### src/hdl/rbd_pkg.sv
`default_nettype none

package rbd_pkg;

  localparam int MAX_WIDTH    = 4096;
  localparam int HEIGHT_LIMIT = 4096;
  localparam int STORE_DEPTH  = MAX_WIDTH / 2;
  localparam int ADDR_W       = $clog2(STORE_DEPTH);
  localparam int SIZE_W       = 13;
  localparam int CNT_W        = 12;
  localparam int CHAN_W       = 8;
  localparam int PAIR_W       = CHAN_W + 1;
  localparam int LANES        = 4;
  localparam int WORD_W       = LANES * PAIR_W;

  localparam int SIZE_MIN     = 2;
  localparam int RESET_WIDTH  = 640;
  localparam int RESET_HEIGHT = 480;

  typedef enum logic {
    REG_WIDTH  = 1'b0,
    REG_HEIGHT = 1'b1
  } reg_idx_e;

  typedef struct packed {
    logic              wr_en;
    logic [ADDR_W-1:0] wr_addr;
    logic [WORD_W-1:0] wr_data;
    logic              rd_en;
    logic [ADDR_W-1:0] rd_addr;
  } store_req_t;

  function automatic logic [SIZE_W-1:0] clamp_size(input logic [SIZE_W-1:0] v,
                                                   input logic [SIZE_W-1:0] hi);
    logic [SIZE_W-1:0] r;
    if (v < SIZE_W'(SIZE_MIN)) begin
      r = SIZE_W'(SIZE_MIN);
    end else if (v > hi) begin
      r = hi;
    end else begin
      r = v;
    end
    return r;
  endfunction

endpackage

`default_nettype wire

### src/hdl/rbd_lane.sv
`default_nettype none

module rbd_lane (
  input  wire logic                        clk_i,
  input  wire logic                        load_i,
  input  wire logic [rbd_pkg::CHAN_W-1:0]  left_i,
  input  wire logic [rbd_pkg::CHAN_W-1:0]  pix_i,
  input  wire logic [rbd_pkg::PAIR_W-1:0]  above_i,
  output logic      [rbd_pkg::PAIR_W-1:0]  pair_o,
  output logic      [rbd_pkg::CHAN_W-1:0]  avg_o
);

  logic [rbd_pkg::PAIR_W-1:0] pair_q;
  logic [rbd_pkg::PAIR_W:0]   sum;

  assign pair_o = {1'b0, left_i} + {1'b0, pix_i};

  always_ff @(posedge clk_i) begin
    if (load_i) begin
      pair_q <= pair_o;
    end
  end

  // four-pixel sum, truncated average
  assign sum   = {1'b0, pair_q} + {1'b0, above_i};
  assign avg_o = sum[rbd_pkg::PAIR_W:2];

endmodule

`default_nettype wire

### config.mk
export PLATFORM = sky130hd
export DESIGN_NAME = rbd_lane
export DESIGN_NICKNAME = d
export VERILOG_FILES = /design/src/hdl/rbd_pkg.sv /design/src/hdl/rbd_lane.sv
export SDC_FILE = /design/constraint.sdc
export NUM_CORES = 1
export LEC_CHECK = 0
export ABC_AREA = 1
export BUFFER_PORTS_ARGS = -buffer_cell sky130_fd_sc_hd__buf_2
export CELL_PAD_IN_SITES_DETAIL_PLACEMENT = 1
export CELL_PAD_IN_SITES_GLOBAL_PLACEMENT = 1
export CORE_MARGIN = 5
export CORE_UTILIZATION = 29
export DETAILED_ROUTE_END_ITERATION = 6
export PLACE_DENSITY_LB_ADDON = 0.1
export SLEW_MARGIN = 40
export SYNTH_ARGS = -nofsm -noshare
export SYNTH_HDL_FRONTEND = slang
export SYNTH_SLANG_ARGS = --single-unit
### constraint.sdc
create_clock -name clk_i -period 1.31 [get_ports clk_i]
set_input_delay 0 -clock clk_i [delete_from_list [all_inputs] [get_ports clk_i]]
set_output_delay 0 -clock clk_i [all_outputs]
set_load 0.005 [all_outputs]
Yosys cells after proc, flatten, opt, wreduce, memory -nomap -nowiden
Index checks and enable logic that the tools add are counted.
W data, S select, Z words.
- bits in registers: 9
- word-level logic and storage cells: 3
- $add $sub $neg: 2
- operators with widths (operator ; count):
    $add A9 B9 Y10 ; 1
    $add A8 B8 Y9 ; 1

Logic depth before layout (Yosys ltp)
- word-level depth: 1
- depth in mapped cells: 9
- mapped depth without buffers: 9

Least setup slack after synthesis
No wires, ideal clock.
- path type: input -> register
- start point: input left_i[0] in the netlist's numbering
- end point: register pair_q[8] in the netlist's numbering (data pin)
- setup time: 0.266 ns
- arrival: 1.010 ns
- data required time: 1.044 ns
- cell stages on the path: 8
- buffers on the path: 0
- setup slack: 0.033 ns
- cell sequence: ha_1 > fa_1 > nand3_1 > nand2_1 > nand3_1 > nand2_1 > nand2_1 > nand2_1
- longest elaborated chain between the ends: 1
- RTL lines (what ; RTL line ; RTL):
    start, declared ; rbd_lane.sv:6 ; input wire logic [rbd_pkg::CHAN_W-1:0] left_i,
    $add A8 B8 Y9 ; rbd_lane.sv:16 ; assign pair_o = {1'b0, left_i} + {1'b0, pix_i};
    named net pair_o (one bit) ; rbd_lane.sv:9 ; output logic [rbd_pkg::PAIR_W-1:0] pair_o,
    end signal, assigned ; rbd_lane.sv:20 ; pair_q <= pair_o;
    end, declared ; rbd_lane.sv:13 ; logic [rbd_pkg::PAIR_W-1:0] pair_q;
The timed path passes the listed nets, and every way through them passes these cells.
A chain may end at the register's enable or synchronous reset.

Worst setup path after layout
- start point: register pair_q[1] in the netlist's numbering
- end point: output avg_o[7] in the netlist's numbering
- longest elaborated chain between the ends: 1
- RTL lines (what ; RTL line ; RTL):
    $add A9 B9 Y10 ; rbd_lane.sv:25 ; assign sum = {1'b0, pair_q} + {1'b0, above_i};
    end, declared ; rbd_lane.sv:10 ; output logic [rbd_pkg::CHAN_W-1:0] avg_o
Every way passes these cells.

==> flow_results.org <==
** Layout
- The largest registers in the layout are pair_q x9.
- Flip-flop count of the largest register, all copies and words added :: 9
- Commonest cells after routing, fill and taps aside :: buf_2 (43), nand2_1 (32), inv_1 (19)
- Largest reg by FF count :: pair_q
- Diodes inserted :: 0
- Cells with a size suffix above 1 make up 49.5% of the layout.
- Area growth from synthesis to layout :: 59.8%
- Non-Filler Cell Area, Final :: 0.00155 mm^2
- The library cell used most frequently in the layout, excluding fill and tap cells, is buf_2.
- Net count, final :: 235

** Yosys
- Yosys printed 0 warnings.
- Dividing the synthesized area by the synthesized cell count gives around 7.3 um^2.
- Number of synthesized register bits :: 9
- Top cell type's share of synthesized area :: 27.9%
- Ranked by total cell area, the synthesized netlist is headed by edfxtp_1 (28%), ha_1 (21%), nand2_1 (17%).
- Sequential-to-total area share from yosys stat :: between 20 and 30%
- edfxtp_1 takes more of the synthesized area than any other cell.
- Netlist Area Pre-Place :: around 970 um^2
- Synthesis instantiated 16 different standard cells from the library.
- Mapped Cells :: approximately 130
- Counting every net in the synthesized netlist gives 176.

** Timing
- Derived from the worst setup path, the maximum achievable clock frequency is 0.629 GHz.
- Setup violations remaining at the end of the flow were counted as 8.
- Setup repair after global routing missed its margin :: true
- Worst slew margin relative to its limit :: about 84%
- Total count of max-transition violations in the final report :: 0
- Subtracting the final worst setup slack from the clock period gives 1.59 ns.
- Total negative slack :: -1.92 ns
- The final count of hold timing violations came to 0.
- Of the available clock period, the critical path in the final layout requires 121%.
- Minimum setup slack in the final design :: -0.279 ns
- Transition time at the pin with the least slew margin :: between 0.2 and 0.25 ns

** Detailed routing
- Via Count :: 1081
- The first detailed-routing pass ran for 3 iterations.
- Signal routing reaches up to met4.
- Met3 wire length :: 64 um
- Final antenna-violating net count :: 0
- Met2 wire length :: around 1600 um
- Using the TritonRoute via totals, the vias-per-cell ratio works out to 4.58.
- In this run, the number of DRC markers left after iteration 0 of detailed routing was 19.
- The detailed router put a total of 1070 um of wire on met1.
- Detailed Route WL :: ~2800 um
- DR DRC count :: 0
- In the final routed layout, each cell accounts on average for 12.0 um.

** Power and ir drop
- Fraction of power consumed by sequential logic :: about 27%
- Total power for the finished layout comes to ~0.0015 W.
- The analysis attributes to cell leakage a power of slightly above 0.8 nW.
- Fraction of power consumed by combinational cells :: 59.0%
- Pwr per Cell Area :: between 900 and 1000 mW/mm^2
- The internal portion of the total power is ~0.0009 W.
- Summed over all nets, the switching power comes to 0.000569 W.
- VDD sags by at most 0.306 mV.
- Fraction of power spent switching nets :: about two fifths
- The share of total power dissipated in the clock network is 13.8%.

** Floorplanning
- Rows :: 21
- In this run the count of I/O pins placed on the die edge is 44.
- Initial Utilization :: 29.5%
- The total area inside the core boundary comes to ~0.0033 mm^2.
- The die covers ~0.0046 mm^2.
- Die Span Y :: 67.8 um
- Die Width :: about 68 um

** Global route
- Wire length of the first global-routing pass :: about 4400 um
- Global routing finished with a remaining overflow of 0.
- For this run, the total global-route usage over all layers was measured as roughly 13%.
- Maximum number of pins on one net before global-route repair :: 10
- The number of antenna violations at the first check in global routing is 0.
- Vias in the first global route :: 1115

** Critical path
- Required @ worst endpoint :: 1.31 ns
- Crit-path max cell delay :: slightly above 0.4 ns
- Along the worst path, the maximum fanout reaches 3.
- The slowest stage of the critical path is the edfxtp_1 cell.
- Element type at the critical path start :: flip-flop
- The critical path starts at pair_q[1]$_DFFE_PP_.
- The worst setup path is captured at a primary output.
- The critical path goes through ha_4 > nand3_4 > nand2_4 > nand2_4 > nand2_4 > nand2_2 > nand2_2 > nand2_1 > nand2_1 > buf_2.
- In this design, the critical path's most frequently occurring cell is nand2_4.
- Type of the worst setup path :: flip-flop to primary output
- Data on the critical path arrives at its endpoint at 1.59 ns.

** Clock network
- CTS built an H-tree with a depth of 1.
- The cell sitting at the root of the clock tree is a clkbuf_4.
- # clock sinks :: 9
- TritonCTS built the clock tree.
- TritonCTS created 3 clock buffers.
- No sink is reached through more buffers than the 2 on the longest clock path.
- After clock tree synthesis, the clock-pin slew on the worst setup and hold paths is 0.05 ns.

** Outcome
- The run finished, with violations left.
- The final reports fail on setup timing.

** Place
- Weighted congestion at the end of routability-driven global placement :: roughly 0.80
- Count of port buffers added during placement :: 43
- Summed over all nets, the half-perimeter wirelength after detailed placement is 2290 um.
- Cell Area, Placed :: 0.00130 mm^2
- Before CTS, the worst setup slack after placement is -0.127 ns.

** Worst hold path
- In this run the worst hold path is classified as input pin to flip-flop.
- The startpoint identified for the worst hold timing path is pix_i[0].

** Flow run
- Max-cap violations in this run came to 0.
-- power by group through the flow --
stage               logic [W]  clock network, W  registers (W)
finish               0.000876          0.000204       0.000404
global route         0.000991          0.000224       0.000406
CTS                  0.000791          0.000211       0.000400
detailed placement   0.000706                 0       0.000392
global placement     0.000686                 0       0.000388
floorplan            0.000405                 0       0.000383
-- worst paths after layout --
path | endpoint | slack [ns] | depth (start not counted)
worst max-delay path | avg_o[7] | -0.28 | 10
worst min-delay path | pair_q[0]$_DFFE_PP_ | 0.08 | 2
-- worst max-delay path, delay by kind of cell (launching register included) --
kind / cells / cell delay [ns]
buffers and inverters: 1 / 0.10
flip-flops: 1 / 0.41
AND/OR/NAND/NOR: 8 / 0.53
adder cells (fa/ha/maj): 1 / 0.29
-- synth_stat cells --
cell type  instances
edfxtp_1           9
nand2_2            2
nand3_1           11
fa_1               1
o21bai_1           1
nor3_1             1
a21boi_2           1
a21o_1             1
xor2_1             6
o21ai_0            1
nor2_1             5
inv_1             21
ha_1              16
nand2_1           45
o21ai_1            2
a21oi_1            9
-- area by class of cell --
type / instances / area, um^2
timing repair buffer: 54 / 305
sequential: 9 / 270
inverter: 21 / 78.8
multi-input combinational: 102 / 810
tap: 46 / 57.6
fill: 419 / 1740
clock buffer: 4 / 26.3
-- cells by family after synthesis --
family | after synthesis | synth area share, %
AOI/OAI and AO/OA | 15 | 8.91
and+or+nand+nor | 64 | 26.9
buffers and inverters | 21 | 8.14
xor gates and xnor gates | 6 | 5.43
adders and majority gates | 17 | 22.7
DFF | 9 | 27.9
-- metrics by stage --
step	std cells	hold slack [ns]	util, %
6_report	236	0.0752	47.1
5_1_grt	236	0.0842	47.1
4_1_cts	234	0.0657	43.7
3_5_place_dp	229	0.327	39.6
3_3_place_gp	229	0.309	39.6
2_1_floorplan	132	0.112	-
-- routing by layer --
metal / vias to the layer above / GRT usage (%)
li1: 548 / -
met1: 503 / 12.6
met2: 24 / 25.3
met3: 6 / 0.333
met4: 0 / 7.20
met5: - / 0
-- timing repair --
item	4_1_cts	5_1_grt
endpoints found under the setup margin	9	11
hold buffers	0	0
setup buffers	1	3
pin swaps	8	16
endpoints found under the hold margin	0	0
gates resized for setup	17	24
No activity file was read; power rests on OpenSTA's default activity.
